### src/hdl/rgb_harmonic_mean_fusion_assert.svh
// assertion macros for the harmonic mean fusion block
`ifndef RGB_HARMONIC_MEAN_FUSION_ASSERT_SVH
`define RGB_HARMONIC_MEAN_FUSION_ASSERT_SVH
`ifndef SYNTH
// check that is ignored while reset is asserted
`define RHMF_ASSERT(lbl, prop, msg) \
  lbl: assert property (@(posedge clk) disable iff (!rst_n) prop) else $error(msg);
// check that also covers the reset cycles
`define RHMF_ASSERT_RST(lbl, prop, msg) \
  lbl: assert property (@(posedge clk) prop) else $error(msg);
`else
`define RHMF_ASSERT(lbl, prop, msg)
`define RHMF_ASSERT_RST(lbl, prop, msg)
`endif
`endif

### src/hdl/rhmf_pkg.sv
// shared types and widths for the harmonic mean fusion block
package rhmf_pkg;

  localparam int PIX_W       = 8;
  localparam int PROD_W      = 2 * PIX_W;
  localparam int SUM_W       = PIX_W + 1;
  localparam int P4_W        = 2 * PROD_W;
  localparam int MUL_W       = PROD_W + SUM_W;
  localparam int NUM_W       = P4_W + 2;
  localparam int DEN_W       = MUL_W + 1;
  localparam int DIV_STEPS   = PIX_W;
  localparam int PROD_STAGES = 3;
  localparam int LANE_STAGES = PROD_STAGES + DIV_STEPS;

  typedef struct packed {
    logic [PIX_W-1:0] red_one;
    logic [PIX_W-1:0] red_two;
    logic [PIX_W-1:0] red_three;
    logic [PIX_W-1:0] red_four;
    logic [PIX_W-1:0] green_one;
    logic [PIX_W-1:0] green_two;
    logic [PIX_W-1:0] green_three;
    logic [PIX_W-1:0] green_four;
    logic [PIX_W-1:0] blue_one;
    logic [PIX_W-1:0] blue_two;
    logic [PIX_W-1:0] blue_three;
    logic [PIX_W-1:0] blue_four;
  } pix_in_t;

  typedef struct packed {
    logic [PIX_W-1:0] red_out;
    logic [PIX_W-1:0] green_out;
    logic [PIX_W-1:0] blue_out;
  } pix_out_t;

  // state of one restoring division step
  typedef struct packed {
    logic [NUM_W-1:0] rem;
    logic [NUM_W-1:0] dsh;
    logic [PIX_W-1:0] quo;
    logic             zero;
  } div_data_t;

endpackage

### src/hdl/rhmf_div_step.sv
// one registered restoring division step, one quotient bit
module rhmf_div_step (
  input  logic                  clk,
  input  logic                  en,
  input  rhmf_pkg::div_data_t   d_i,
  output rhmf_pkg::div_data_t   d_o
);

  rhmf_pkg::div_data_t step_r;
  rhmf_pkg::div_data_t step_nxt;
  logic                ge;

  always_comb begin
    ge             = (d_i.rem >= d_i.dsh);
    step_nxt.rem   = ge ? (d_i.rem - d_i.dsh) : d_i.rem;
    step_nxt.dsh   = d_i.dsh >> 1;
    step_nxt.quo   = {d_i.quo[rhmf_pkg::PIX_W-2:0], ge};
    step_nxt.zero  = d_i.zero;
  end

  always_ff @(posedge clk) begin
    if (en) begin
      step_r <= step_nxt;
    end
  end

  assign d_o = step_r;

endmodule

### src/hdl/rhmf_lane.sv
// one color channel: product stages then a chain of division steps
module rhmf_lane (
  input  logic                                clk,
  input  logic [rhmf_pkg::LANE_STAGES-1:0]    en,
  input  logic [rhmf_pkg::PIX_W-1:0]          a,
  input  logic [rhmf_pkg::PIX_W-1:0]          b,
  input  logic [rhmf_pkg::PIX_W-1:0]          c,
  input  logic [rhmf_pkg::PIX_W-1:0]          d,
  output logic [rhmf_pkg::PIX_W-1:0]          mean
);

  localparam int PS = rhmf_pkg::PROD_STAGES;
  localparam int DS = rhmf_pkg::DIV_STEPS;

  // stage 0: pair products and pair sums
  logic [rhmf_pkg::PROD_W-1:0] ab_r, cd_r;
  logic [rhmf_pkg::SUM_W-1:0]  sab_r, scd_r;
  logic                        z0_r;
  // stage 1: full product and the two halves of the denominator
  logic [rhmf_pkg::P4_W-1:0]   p_r;
  logic [rhmf_pkg::MUL_W-1:0]  m1_r, m2_r;
  logic                        z1_r;
  // stage 2: divider setup
  rhmf_pkg::div_data_t         init_r;
  logic [rhmf_pkg::DEN_W-1:0]  den;

  rhmf_pkg::div_data_t         chain [DS+1];

  always_ff @(posedge clk) begin
    if (en[0]) begin
      ab_r  <= rhmf_pkg::PROD_W'(a) * rhmf_pkg::PROD_W'(b);
      cd_r  <= rhmf_pkg::PROD_W'(c) * rhmf_pkg::PROD_W'(d);
      sab_r <= rhmf_pkg::SUM_W'(a) + rhmf_pkg::SUM_W'(b);
      scd_r <= rhmf_pkg::SUM_W'(c) + rhmf_pkg::SUM_W'(d);
      z0_r  <= (a == '0) || (b == '0) || (c == '0) || (d == '0);
    end
  end

  always_ff @(posedge clk) begin
    if (en[1]) begin
      p_r  <= rhmf_pkg::P4_W'(ab_r) * rhmf_pkg::P4_W'(cd_r);
      m1_r <= rhmf_pkg::MUL_W'(cd_r) * rhmf_pkg::MUL_W'(sab_r);
      m2_r <= rhmf_pkg::MUL_W'(ab_r) * rhmf_pkg::MUL_W'(scd_r);
      z1_r <= z0_r;
    end
  end

  // bcd+acd+abd+abc = cd*(a+b) + ab*(c+d)
  assign den = rhmf_pkg::DEN_W'(m1_r) + rhmf_pkg::DEN_W'(m2_r);

  always_ff @(posedge clk) begin
    if (en[2]) begin
      init_r.rem  <= {p_r, 2'b00};
      init_r.dsh  <= rhmf_pkg::NUM_W'(den) << (DS - 1);
      init_r.quo  <= '0;
      init_r.zero <= z1_r;
    end
  end

  assign chain[0] = init_r;

  for (genvar k = 0; k < DS; k++) begin : g_step
    rhmf_div_step u_step (
      .clk (clk),
      .en  (en[PS + k]),
      .d_i (chain[k]),
      .d_o (chain[k+1])
    );
  end

  // any zero sample forces the channel to zero
  assign mean = chain[DS].zero ? '0 : chain[DS].quo;

endmodule

### config.mk
export PLATFORM = sky130hd
export DESIGN_NAME = rhmf_lane
export DESIGN_NICKNAME = d
export VERILOG_FILES = /design/src/hdl/rgb_harmonic_mean_fusion_assert.svh /design/src/hdl/rhmf_pkg.sv /design/src/hdl/rhmf_div_step.sv /design/src/hdl/rhmf_lane.sv
export SDC_FILE = /design/constraint.sdc
export NUM_CORES = 2
export LEC_CHECK = 0
export ABC_AREA = 1
export BUFFER_PORTS_ARGS = -buffer_cell sky130_fd_sc_hd__buf_4
export CAP_MARGIN = 20
export CORE_MARGIN = 10
export CORE_UTILIZATION = 31
export DETAILED_ROUTE_END_ITERATION = 10
export PLACE_DENSITY_LB_ADDON = 0.25
export SLEW_MARGIN = 20
export SYNTH_ARGS = -nofsm -noshare
export SYNTH_HDL_FRONTEND = slang
export SYNTH_SLANG_ARGS = --single-unit
### constraint.sdc
create_clock -name clk -period 5.1 [get_ports clk]
set_clock_uncertainty 0.2 [all_clocks]
set_input_delay 1.02 -clock clk [delete_from_list [all_inputs] [get_ports clk]]
set_output_delay 1.02 -clock clk [all_outputs]
set_load 0.01 [all_outputs]
Word-level counts from Yosys, hierarchy flattened
Cells that the tools add are included.
- register bits: 657
- output and inout port bits: 8
- bits of input ports: 44
- logic and storage cells: 81
- add/subtract/negate cells: 10
- order comparisons: 8
- multiply operators: 5
- mux-type cells: 8
- reductions and logical operators: 7
- operator list (operator ; number):
    34-bit two-way mux ; 7
    16-bit by 9-bit multiplier with 25-bit output ; 2
    34-bit by 26-bit >= comparator with 1-bit output ; 1
    34-bit by 27-bit >= comparator with 1-bit output ; 1
    34-bit by 28-bit >= comparator with 1-bit output ; 1
    34-bit by 29-bit >= comparator with 1-bit output ; 1
    34-bit by 30-bit >= comparator with 1-bit output ; 1
    34-bit by 31-bit >= comparator with 1-bit output ; 1
    34-bit by 32-bit >= comparator with 1-bit output ; 1
    34-bit by 33-bit >= comparator with 1-bit output ; 1
    34-bit by 27-bit subtractor with 34-bit output ; 1
    34-bit by 28-bit subtractor with 34-bit output ; 1
    34-bit by 29-bit subtractor with 34-bit output ; 1
    34-bit by 30-bit subtractor with 34-bit output ; 1
    34-bit by 31-bit subtractor with 34-bit output ; 1
    34-bit by 32-bit subtractor with 34-bit output ; 1
    34-bit by 33-bit subtractor with 34-bit output ; 1
    8-bit logical NOT ; 4
    16-bit by 16-bit multiplier with 32-bit output ; 1
    8-bit by 8-bit multiplier with 16-bit output ; 2
    25-bit by 25-bit adder with 26-bit output ; 1
    8-bit by 8-bit adder with 9-bit output ; 2
    8-bit two-way mux ; 1
    1-bit logical OR ; 3

Longest topological paths before layout
- depth after elaboration: 4
- mapped depth: 25
- gate-level depth less buffers: 23

Hierarchy
From an unflattened synthesis, not the netlist that was laid out.
- cell total of the unflattened synthesis: 9754
- area total of the unflattened synthesis: 74786.7 um2
- by module, submodules not included (module ; instances ; cells each ; area an instance (um2)):
    rhmf_div_step (g_step[1].u_step ...) ; 7 ; 716 ; 5385.2
    rhmf_lane ; 1 ; 4025 ; 31635.3
    rhmf_div_step (g_step[0].u_step) ; 1 ; 717 ; 5455.2

Worst setup path after synthesis
Ideal clock, no wire load.
- path kind: register -> register
- start point: register cd_r[7] in the netlist's numbering
- end point: register p_r[29] in the netlist's numbering (data pin)
- data required time: 4.648 ns
- buffers on the path: 2
- arrival time: 5.107 ns
- clock period less this slack: 5.559 ns
- cell stages (with the launch flop): 24
- library setup time: 0.252 ns
- path slack: -0.459 ns
- path through: edfxtp_1 -> clkbuf_1 -> clkbuf_1 -> nand2_1 -> fa_1 -> inv_1 -> fa_1 -> inv_1 -> fa_1 -> inv_1 -> fa_1 -> fa_1 -> inv_1 -> fa_1 -> inv_1 -> ha_1 -> a21oi_1 -> o21ai_0 -> a21oi_1 -> nor2_1 -> nor2_1 -> nand2_1 -> nand2_1 -> nand2_1
- longest elaborated chain between the ends: 1
- RTL lines (what ; RTL line ; text):
    start: declaration ; rhmf_lane.sv:16 ; logic [rhmf_pkg::PROD_W-1:0] ab_r, cd_r;
    start signal: assignment ; rhmf_lane.sv:32 ; cd_r <= rhmf_pkg::PROD_W'(c) * rhmf_pkg::PROD_W'(d);
    16-bit by 16-bit multiplier with 32-bit output ; rhmf_lane.sv:41 ; p_r <= rhmf_pkg::P4_W'(ab_r) * rhmf_pkg::P4_W'(cd_r);
    end signal: assignment ; rhmf_lane.sv:41 ;
    end: declaration ; rhmf_lane.sv:20 ; logic [rhmf_pkg::P4_W-1:0] p_r;
No other way between the ends.
A chain may end at the register's enable or synchronous reset.

Final worst setup path
- start point: register ab_r[6] in the netlist's numbering
- end point: register p_r[24] in the netlist's numbering (data pin)
- longest elaborated chain between the ends: 1
- RTL lines (what ; RTL line ; text):
    start: declaration ; rhmf_lane.sv:16 ;
    start signal: assignment ; rhmf_lane.sv:31 ; ab_r <= rhmf_pkg::PROD_W'(a) * rhmf_pkg::PROD_W'(b);
    16-bit by 16-bit multiplier with 32-bit output ; rhmf_lane.sv:41 ;
No other way between the ends.

==> flow_summary.toml <==
[run_status]
status = "finished with violations"
violations = "setup timing"

[drt]
drt.antenna.violating_nets = 0
wl_per_cell_um = 16.9
wl_mm = 188
vias = 50926
viasPerCell = 4.56
drt_iter0_drc = 3385
drt_pre_antenna_iters = 5
remaining_drc_errors = 0

[logic_synthesis]
ys.flop_type = "edfxtp_1"
syn_area_um2 = 62500
yosysTopAreaCellShare_pct = 30.9
synth_top_cell_by_area = "edfxtp_1"
ys_ff_latch = 644
synth_top_family_by_area = "adder cells"
syn_area_per_cell_um2 = 7.73
synth_xor_area_share_pct = 2.72
ys_seq_area_share_pct = 30.9
syn_nets = 9116
synthAdderAreaFrac_pct = 25.5
synth_cells = 8084
yosysUniqueCellTypes = 45
synth_mux_area_share_pct = 0
synth_edf_count = 644
yosys_warnings = 0
ys_async_sr_fraction_pct = 0
synthSimpleGateAreaFrac_pct = 24.0
ys_top_cells_by_area = "edfxtp_1 31%, nand2_1 16%, fa_1 15%"
synth-compound-area-share_pct = 4.30

[timing]
maxSlewViolCount = 0
hold_viol_final = 0
rsz0062_at_grt = "yes"
finalSetupViolations = 22
whs_ps = 217
fin_ws_ps = -486
fin_crit_ps = 5590
max_clock_freq_mhz = 179
period_share_pct = 110
tightest_slew_ps = 969
relSlewSlack_pct = 35.4

[clock_network]
worstSkewPairLatency_ps = 690
clock_sinks = 644
cts_root_buf = "clkbuf_16"
h-tree-depth = 3
cts_tree = "built"
cts_max_path_buffers = 3
clk_pin_slew_ps = 60
cts_inserted_buffers = 77

[critical_path]
crit_slowest_cell = "fa_2"
crit_top_cell = "fa_1"
cpPeakStageDelay_ps = 600
cp_max_fo = 6
r2r-start = "ab_r[6]"
startpoint = "ab_r[6]"
path_cells = "buf_6 -> nand2_1 -> inv_1 -> fa_1 -> fa_1 -> fa_2 -> fa_1 -> fa_1 -> inv_1 -> fa_1 -> inv_1 -> ha_4 -> buf_4 -> nand2_4 -> nor2_2 -> inv_2 -> nor3_4 -> nand3_2 -> nand3_2 -> xor2_1"
cp-start-kind = "register"
setup.worst_path.end = "p_r[24]"
required_ps = 5410
rr_worst_depth = 20
path_class = "register to register"
crit_arrival_ps = 5900
cp-end-kind = "register"
r2r-end = "p_r[24]"
worst-r2r-setup-slack_ps = -490

[finish]
drive_gt1_share_pct = 10.6
final_cell_mix = "2651 x nand2_1, 1797 x inv_1, 644 x edfxtp_1"
final_common_cell = "nand2_1"
fin_nets = 9475
fin_area_um2 = 73100
areaGrowthSynthToFinish_pct = 17.0

[global_routing]
grt-ovfl-total = 0
antenna_found_initial = 5
grt_max_degree = 68
grt_pass1_vias = 51492
track_usage_pct = 17.0
grt_first_pass_wirelength_mm = 294

[flow_run]
drv_cap = 0

[floorplan]
die_y_um = 469
initial_utilization_pct = 31.2
num_io_pins = 52
die_x_um = 469
dieArea_um2 = 220000
coreArea_um2 = 200000
std_cell_rows = 164

[placed_design]
gp_congestion = 0.919
placed_area_um2 = 68700
hpwlAfterDp_mm = 157
io_buffer_count = 51
dp_slack_ps = -609

[min_path]
hold_path.class = "register to register"
## metrics by stage
step | util (%) | setup TNS [ps] | cells
finish | 36.5 | -7780 | 11164
global route | 36.5 | -12040 | 11164
detailed placement | 34.3 | -14020 | 10966
CTS | 36.0 | -7860 | 11133
global placement | 34.3 | -13630 | 10965
floorplan | - | -1080 | 8084
## how the worst min path moves through the flow
| stage | startpoint | to | slack (ps) | cells after the start |
|---|---|---|---|---|
| 2_1_floorplan | z1_r | chain[616] | 200 | 0 |
| 3_3_place_gp | chain[616] | g_step[0].u_step.d_o[0] | 200 | 0 |
| 3_5_place_dp | g_step[4].u_step.d_o[5] | g_step[5].u_step.d_o[6] | 210 | 0 |
| 4_1_cts | g_step[1].u_step.d_o[0] | g_step[2].u_step.d_o[0] | 220 | 0 |
| 5_1_grt | p_r[26] | chain[687] | 230 | 0 |
| 6_report | g_step[1].u_step.d_o[0] | g_step[2].u_step.d_o[0] | 220 | 0 |
## synthesized netlist by cell type (11+ instances only)
cell      count
fa_1        474
inv_1      1828
a21o_1       13
nand2_2      18
edfxtp_1    644
nand3b_1     16
xor2_1      139
nor2_1      412
buf_2        21
nand2_1    2695
clkbuf_1    167
a21oi_1     290
nand3_1     348
nand4_1      98
and2_1       18
nor2_2       11
nor4_1       14
nor3_1       66
xnor2_1      55
o21bai_1     15
buf_6        15
o21ai_0     140
ha_1        514
## layout make-up
type	count	area [um^2]
clock inverters	51	651
flip-flops and latches	644	19300
diodes	3	7.51
well taps	2656	3320
clock buffers	90	2000
multi-input cells	5396	36600
inverters	1837	6900
repair buffers	487	4240
fillers	20796	127000
## registers in the layout, summed over array words and instances (netlist names)
name and flops:
sab_r 9, m2_r 25, scd_r 9, g_step.u_step.d_o 451, ab_r 16, p_r 32
z0_r 1, m1_r 25, chain 59, z1_r 1, cd_r 16
## cell families after synthesis
| family | Yosys count |
|---|---|
| buffers and inverters | 2044 |
| and+or+nand+nor | 3714 |
| DFF | 644 |
| xor gates and xnor gates | 194 |
| adders and majority gates | 988 |
| AOI/OAI and AO/OA | 500 |
## repair_timing
action	CTS	global route
hold endpoints to repair	0	0
gates resized for setup	141	201
endpoints found under the setup margin	37	46
pin swaps	43	101
hold buffers	0	0
setup buffers	27	28
## routing by layer
layer	GRT usage (%)	part of all wire [%]	wire, um
met5	0	0.0069	13
met1	22.0	44	83300
met3	1.58	3.7	6890
met2	29.9	49	91600
met4	5.48	3.4	6370
## worst max-delay path: cells and delay by family (launching register included)
kind                       cells  cell delay, ps
xor gates and xnor gates       1             180
adders and majority gates      7            3310
buffers and inverters          6             580
and+or+nand+nor                6             630
DFF                            1             500
Power is not shown: default switching activity piles up to over one toggle a cycle in this logic, so the estimate is an artifact.
